--- src/design/svn_ram.sv ---
// ----------------------------------------------------------------------------
// svn_ram: single write port, single read port synchronous memory
// Read data is registered and appears in the cycle after the address.
// ----------------------------------------------------------------------------
`default_nettype none

module svn_ram #(
  parameter int Width = 8,
  parameter int Depth = 16
) (
  input  wire logic                     clk_i,
  input  wire logic                     we_i,
  input  wire logic [$clog2(Depth)-1:0] waddr_i,
  input  wire logic [Width-1:0]         wdata_i,
  input  wire logic [$clog2(Depth)-1:0] raddr_i,
  output logic [Width-1:0]              rdata_o
);

  logic [Width-1:0] mem [Depth];

  always_ff @(posedge clk_i) begin
    if (we_i) begin
      mem[waddr_i] <= wdata_i;
    end
    rdata_o <= mem[raddr_i];
  end

endmodule

`default_nettype wire

--- config.mk ---
export PLATFORM = sky130hd
export DESIGN_NAME = svn_ram
export DESIGN_NICKNAME = d
export VERILOG_FILES = /design/src/design/svn_ram.sv
export SDC_FILE = /design/constraint.sdc
export NUM_CORES = 1
export LEC_CHECK = 0
export ABC_CLOCK_PERIOD_IN_PS = 4900
export BUFFER_PORTS_ARGS = -buffer_cell sky130_fd_sc_hd__buf_2
export CAP_MARGIN = 5
export CORE_ASPECT_RATIO = 1.2
export CORE_UTILIZATION = 50
export CTS_BUF_LIST = sky130_fd_sc_hd__clkbuf_16
export DETAILED_ROUTE_END_ITERATION = 10
export PLACE_DENSITY_LB_ADDON = 0.15
export SYNTH_ARGS = -nofsm -noshare
export SYNTH_HDL_FRONTEND = slang
export SYNTH_SLANG_ARGS = --single-unit
--- constraint.sdc ---
create_clock -name clk_i -period 4.9 [get_ports clk_i]
set_input_delay 0.98 -clock clk_i [delete_from_list [all_inputs] [get_ports clk_i]]
set_output_delay 0.98 -clock clk_i [all_outputs]
set_load 0.01 [all_outputs]
Word level (Yosys, flattened, before mapping)
Memory sizes are Yosys's and may differ from the RTL's. A register that Yosys moved wholly into a read port is not among the register bits.
Index checks and enable logic that the tools add are counted.
Storage, ports and cells
  register bits: 0
  latch bits: 0
  bits in writable memories: 128
  ROM bits: 0
  output and inout port bits: 8
  logic and storage cells: 3
  memories kept: 1
Operators by class
  add/sub/neg operators: 0
  multiply operators: 0
  div/mod/pow operators: 0
  $lt $le $gt $ge: 0
  equality and inequality tests: 0
  shifts and indexed selects: 0
  multiplexer cells: 2
  bitwise gates (word level): 0
  reductions and logical operators: 0
Memory list
  mem: words 16, width 8, read ports 1, clocked after memory_dff 1, write ports 1, RTL line 19  | logic [Width-1:0] mem [Depth];
Operators with widths (number)
  $mux W1: 2

Depth between registers and ports, before layout
Gate-level depths: netlist of the first run.
  depth in word-level cells: 2
  depth in mapped cells: 5

Least setup slack after synthesis of the first run
No wires, ideal clock.
  path kind: input -> register
  from: in waddr_i[2]
  to: mem mem[0][0] (enable)
  arrival: 2.090 ns
  slack: 2.427 ns
  stages on the path: 2
  cells stage by stage: or3b_2 nor3_1
RTL lines
  start, declared: RTL line 13  | input wire logic [$clog2(Depth)-1:0] waddr_i,
  end, declared: RTL line 19
No word-level cell before the write port.

==> reports/metrics.cfg, run 1 <==
[outcome]
outcome = complete, no violations

[final_layout]
n_antenna_cell = 0
finish.net_count = 283
mostFrequentLayoutCell = sky130_fd_sc_hd__edfxtp_1
regArea_mm2 = 0.004004
postLayoutCoreUtil = 0.5906
final_layout_size_suffix_gt1_frac = 0.2590
areaGrowthSynthToFinish_pct = 14.85
multi_input_area_mm2 = 0.001067
layout_common_cells = sky130_fd_sc_hd__edfxtp_1, sky130_fd_sc_hd__buf_2, sky130_fd_sc_hd__mux4_2, sky130_fd_sc_hd__clkbuf_16, sky130_fd_sc_hd__a22oi_1
final.fill_count = 761

[cts]
post-cts-setup-buffers = 0
cts_tree = done
clkSinkCount = 136
insertion_delay_ps = 410
worst_setup_hold_path_clk_slew_ps = 60
ctsResizeCount = 0
postCtsHoldBufs = 0
root_buffer = sky130_fd_sc_hd__clkbuf_16
ctsHtreeMaxLevel = 4
clock_path_buffers = 2
cts-buffers-inserted = 17

[route]
post_drt_wl_per_cell_um = 23.28
detail_route.first_pass.iterations = 4
vias = 2319
detail-route-antenna-nets = 0
drt_first_iter_violations = 201
vias_per_instance = 5.740
drt_drc_violations_left = 0
wl_final_um = 9404

[yosys]
synth_top_cell_by_area = sky130_fd_sc_hd__edfxtp_1
number_of_register_bits_inferred_by_synthesis = 136
netlist_instances = 229
synth_area_per_cell_um2 = 22.48
mappedNetlistNets = 247
synth.area.top_cells = sky130_fd_sc_hd__edfxtp_1, sky130_fd_sc_hd__mux4_2, sky130_fd_sc_hd__mux4_1, sky130_fd_sc_hd__dfxtp_1, sky130_fd_sc_hd__a22oi_1
post_synth_instance_area_mm2 = 0.005147
yosysWarningCount = 0
yosys.area.top_type_share = 0.7467
ys_seq_area_frac = 0.7778
yosysUniqueCellTypes = 19

[worst_setup_path]
data_arrival_time_of_the_critical_path_ps = 2830
endpoint_kind = flip-flop
crit-reg2reg-launch = mem[11][0]$_DFFE_PP_
critPathLaunch = raddr_i[0]
worst-path-max-fanout = 32
timing.critical_path.required_ps = 5200
timing_worst_setup_path_type = input port to flip-flop
rrSetupSlack_ps = 3550
worstSetupStartpointType = input port

[sta]
tightest_slew_ps = 1076
finalClockSkew_ps = 12.39
report.final.setup_viol = 0
final_critical_period_ps = 2531
min_period_over_period = 0.5164
drv_slew = 0
timing.fmax_mhz = 395.2
finalSetupTns_ps = 0
hold_fails_final_rpt = 0
slew_hr = 0.2830
setup_repair_after_global_routing_missed_its_margin = false

[power_and_ir_drop]
post-layout-total-power_w = 0.002578
total_power_per_unit_cell_area_mw_per_mm2 = 436.1
vdd.ir_drop.worst_v = 0.0002307
cellLeakagePower_nw = 1.981

[grt]
initial_antenna_violation_count = 0
grt_first_pass_wirelength_um = 14370
first_global_vias = 2405
grt_overflow = 0
grt_use_total = 0.2026
grt_max_degree = 33

[floorplanning]
dieWidth_um = 94.63
dieHeight_um = 113.2
core_region_area_mm2 = 0.01001
starting_density = 0.5143
row_count = 40
fp.dieArea_mm2 = 0.01071
floorplan.io_pins = 26

[placed_design]
gp_routability_congestion = 0.7208
placement.io_buffers = 25
post-dp-hpwl_um = 5646

[hold_path]
min-delay-start = mem[14][6]$_DFFE_PP_
hp-class = flip-flop to flip-flop

[run]
timing.max_cap.violations = 0

-- path summary, 6_finish.rpt --
check,to,cells after the start
min,rdata_o[6]$_DFF_P_,3
max,rdata_o[3]$_DFF_P_,4
max reg2reg,rdata_o[0]$_DFF_P_,3
min reg2reg,rdata_o[6]$_DFF_P_,3
-- flip-flops by register name, summed over array words and instances (netlist names) --
signal and cells:
rdata_o 8, mem 128
-- Yosys cell counts (all sizes together) --
master / n
mux4: 32
nor2b: 1
edfxtp: 128
nand3: 1
nand2b: 2
clkdlybuf4s25: 3
and2b: 1
nor2: 13
nand2: 9
or3b: 1
buf: 7
nand3b: 2
dfxtp: 8
a22oi: 16
nor3: 4
and2: 1
-- stage by stage --
stage          cell area [um^2]  instances  worst slack [ps]  hold WS [ps]
2_1_floorplan              5147        229              2427         629.3
3_3_place_gp               5361        371              1798         655.0
3_5_place_dp               5366        372              1877         656.2
4_1_cts                    5912        404              2303         673.2
5_1_grt                    5912        404              2234         694.8
6_report                   5912        404              2369         669.6
-- critical path, cell delays in order --
cell,delay [ps]
sky130_fd_sc_hd__buf_2,800
sky130_fd_sc_hd__mux4_1,670
sky130_fd_sc_hd__a22oi_1,290
sky130_fd_sc_hd__nand2_1,80
-- kinds of logic (layout without fill, tap and decap cells) --
family                 Yosys count  in the layout  share of synthesized area
AOI/OAI and AO/OA               16             16                    0.02334
buffers and inverters           10             59                    0.01677
DFF                            136            136                     0.7778
muxes                           32             32                     0.1502
and+or+nand+nor                 35             35                    0.03184
-- metal layers --
layer	GRT usage	vias to the layer above	part of all wire	wire [um]
met3	0.05847	15	0.059	553
li1	-	1046	-	-
met5	0	-	0	0
met1	0.2760	1181	0.42	3936
met2	0.3036	77	0.51	4763
met4	0.09394	0	0.016	150
-- cell type report --
| class | instances | share of cell area |
|---|---|---|
| clock buffer | 17 | 0.07196 |
| clock inverter | 15 | 0.02032 |
| multi-input combinational | 83 | 0.1805 |
| sequential | 136 | 0.6772 |
| tap | 126 | 0.02667 |
| timing repair buffer | 27 | 0.02328 |
-- where the power goes --
part	switching (W)	internal (W)
logic	0.0000670	0.0000465
registers	0.00000768	0.00130
clock network	0.000427	0.000728
total	0.000501	0.00208
Power figures use the tool's default switching activity.
==> run 2, diff against run 1 <==
ABC_CLOCK_PERIOD_IN_PS = 2340   (was 4900)
clock period = 2.34 ns   (was 4.9 ns; I/O delays follow)
==> run 2 against run 1 <==
Effect of this change:
- clock skew fell by 5.2 ps
- global-route usage fell by 0.60 points
- total power rose by 110%
- sequential power rose by 110%
- register-to-register slack got worse by 2500 ps
- non-clock buffer count rose by 17
- sequential cell count did not move
- combinational power rose by 120%
- setup slack got worse by 1500 ps
- largest cell class unchanged
- first-iteration DRC count fell by 20%
- final cell count rose by 4.2%
==> reports/metrics.cfg, run 2 (synthesis gave the netlist of run 1 again) <==
[worst_setup_path]
crit_buf_inv = 2  ; was 1
timing_worst_setup_path_type = input port to flip-flop  ; unchanged
critical-path-max-stage-delay_ps = 580  ; was 800 ps
crit-reg2reg-launch = mem[10][2]$_DFFE_PP_  ; was mem[11][0]$_DFFE_PP_
critical_path.cell_chain = buf_2, buf_12, mux4_1, a22oi_1, nand2_1  ; was buf_2, mux4_1, a22oi_1, nand2_1
critPathLaunch = raddr_i[0]  ; unchanged
critical_path.top_delay_family = multiplexers  ; was buffers and inverters
slowest_stage = sky130_fd_sc_hd__mux4_1  ; was sky130_fd_sc_hd__buf_2
endpoint_kind = flip-flop  ; unchanged
worst-path-max-fanout = 32  ; unchanged
worstSetupStartpointType = input port  ; unchanged
data_arrival_time_of_the_critical_path_ps = 1770  ; was 2830 ps
timing.critical_path.required_ps = 2630  ; was 5200 ps

[grt]
grt_first_pass_wirelength_um = 14180  ; was 14370 um
first_global_vias = 2413  ; was 2405
grt_use_total = 0.1965  ; was 0.2026
initial_antenna_violation_count = 0  ; unchanged
grt_max_degree = 33  ; unchanged
grt_overflow = 0  ; unchanged

[route]
wl_final_um = 9044  ; was 9404 um
vias = 2347  ; was 2319
drt_drc_violations_left = 0  ; unchanged
post_drt_wl_per_cell_um = 21.48  ; was 23.28 um
drt_first_iter_violations = 161  ; was 201
detail_route.first_pass.iterations = 4  ; unchanged
detail-route-antenna-nets = 0  ; unchanged
vias_per_instance = 5.575  ; was 5.740

[cts]
postCtsHoldBufs = 0  ; unchanged
ctsResizeCount = 0  ; unchanged
root_buffer = sky130_fd_sc_hd__clkbuf_16  ; unchanged
worst_setup_hold_path_clk_slew_ps = 60  ; about the same
cts_tree = done  ; unchanged
clock_path_buffers = 2  ; unchanged
cts-buffers-inserted = 17  ; unchanged
ctsHtreeMaxLevel = 4  ; unchanged
post-cts-setup-buffers = 0  ; unchanged
clkSinkCount = 136  ; unchanged
insertion_delay_ps = 410  ; about the same

[sta]
report.final.setup_viol = 0  ; unchanged
finalSetupTns_ps = 0  ; unchanged
slew_hr = 0.5818  ; was 0.2830
setup_repair_after_global_routing_missed_its_margin = false  ; unchanged
timing.fmax_mhz = 676.1
min_period_over_period = 0.6321
tightest_slew_ps = 625.0  ; was 1076 ps
hold_fails_final_rpt = 0  ; unchanged
drv_slew = 0  ; unchanged
finalClockSkew_ps = 7.211  ; was 12.39 ps
final_critical_period_ps = 1479

[final_layout]
n_antenna_cell = 0  ; unchanged
largestRegisters = mem x128, rdata_o x8  ; unchanged
finish.instance_area_mm2 = 0.006081  ; was 0.005912 mm^2
finish.net_count = 300  ; was 283
areaGrowthSynthToFinish_pct = 18.13  ; was 14.85%
final_layout_size_suffix_gt1_frac = 0.2983  ; was 0.2590
final.fill_count = 728  ; was 761
largest_register_ff_count = 128  ; unchanged
mostFrequentLayoutCell = sky130_fd_sc_hd__edfxtp_1  ; unchanged
max_flop_register = mem  ; unchanged
layout_common_cells = sky130_fd_sc_hd__edfxtp_1, sky130_fd_sc_hd__buf_2, sky130_fd_sc_hd__mux4_2, sky130_fd_sc_hd__clkbuf_16, sky130_fd_sc_hd__buf_4  ; was sky130_fd_sc_hd__edfxtp_1, sky130_fd_sc_hd__buf_2, sky130_fd_sc_hd__mux4_2, sky130_fd_sc_hd__clkbuf_16, sky130_fd_sc_hd__a22oi_1

[placed_design]
gp_routability_congestion = 0.6940  ; was 0.7208
placement.io_buffers = 25  ; unchanged
area_of_placed_instances_mm2 = 0.005512  ; was 0.005366 mm^2
post-dp-hpwl_um = 5774  ; was 5646 um

[floorplanning]
row_count = 40  ; unchanged
dieHeight_um = 113.2  ; unchanged
floorplan.io_pins = 26  ; unchanged
starting_density = 0.5143  ; unchanged
dieWidth_um = 94.63  ; unchanged
core_region_area_mm2 = 0.01001  ; unchanged
fp.dieArea_mm2 = 0.01071  ; unchanged

[power_and_ir_drop]
netSwitchingFraction = 0.1920  ; was 0.1945
post-layout-total-power_w = 0.005532  ; was 0.002578 W
seq_pwr_share = 0.495  ; was 0.508
vdd.ir_drop.worst_v = 0.0004609  ; was 0.0002307 V
total_power_per_unit_cell_area_mw_per_mm2 = 909.8  ; was 436.1 mW/mm^2
cellLeakagePower_nw = 2.094  ; was 1.981 nW
power_frac_clock = 0.460  ; was 0.448
power_report.internal_total_w = 0.004470  ; was 0.002077 W
power_switching_w = 0.001062  ; was 0.0005015 W
share_comb_of_total_power = 0.045  ; was 0.044

[hold_path]
hp-class = input port to flip-flop  ; was flip-flop to flip-flop
min-delay-start = wdata_i[0]  ; was mem[14][6]$_DFFE_PP_

[outcome]
outcome = complete, no violations  ; unchanged

[run]
timing.max_cap.violations = 0  ; unchanged

## run 2: changes by cell type in the layout (fill, tap and decap cells not counted)
cell	previous run	this run
sky130_fd_sc_hd__nor3_1	2	4
sky130_fd_sc_hd__nor3_2	2	0
sky130_fd_sc_hd__bufinv_16	2	3
sky130_fd_sc_hd__buf_12	0	2
sky130_fd_sc_hd__clkinv_2	3	4
sky130_fd_sc_hd__buf_2	26	25
sky130_fd_sc_hd__buf_4	1	17
sky130_fd_sc_hd__clkinvlp_4	2	1
sky130_fd_sc_hd__clkinv_1	5	4
## run 2: final cells by class
cell class / instances / area [um^2] / share of cell area
flip-flops and latches: 136 / 4004 / 0.6584
well taps: 126 / 157.7 / 0.02593
clock buffers: 17 / 425.4 / 0.06996
multi-input cells: 83 / 1057 / 0.1739
clock inverters: 15 / 143.9 / 0.02366
repair buffers: 44 / 292.8 / 0.04815
## run 2: final timing paths
path	end	slack (ps)	depth (start not counted)
max reg2reg	rdata_o[2]$_DFF_P_	1010	3
min reg2reg	rdata_o[5]$_DFF_P_	660	3
min	mem[8][0]$_DFFE_PP_	440	1
max	rdata_o[2]$_DFF_P_	860	5
## run 2: power groups by stage
stage | Sequential [W] | Combinational (W) | Clock (W)
2_1_floorplan | 0.00279 | 0.000138 | 0
3_3_place_gp | 0.00279 | 0.000252 | 0
3_5_place_dp | 0.00279 | 0.000256 | 0
4_1_cts | 0.00274 | 0.000257 | 0.00258
5_1_grt | 0.00275 | 0.000274 | 0.00268
6_report | 0.00274 | 0.000249 | 0.00254
## run 2: stage by stage
stage | util | hold slack, ps | std cells | worst slack, ps
5_1_grt | 0.6075 | 439.8 | 421 | 779.4
2_1_floorplan | - | 566.9 | 229 | 379.1
3_3_place_gp | 0.5506 | 653.3 | 389 | 379.2
3_5_place_dp | 0.5506 | 652.8 | 389 | 358.5
4_1_cts | 0.6075 | 436.2 | 421 | 796.6
6_report | 0.6075 | 443.8 | 421 | 861.0
## run 2: metal layers
layer  GRT usage  share of wire  vias to the layer above
met5           0              0                        -
met4     0.08384          0.019                        0
met3     0.06116          0.051                       14
met2      0.2950           0.50                       56
met1      0.2677           0.43                     1201
li1            -              -                     1076
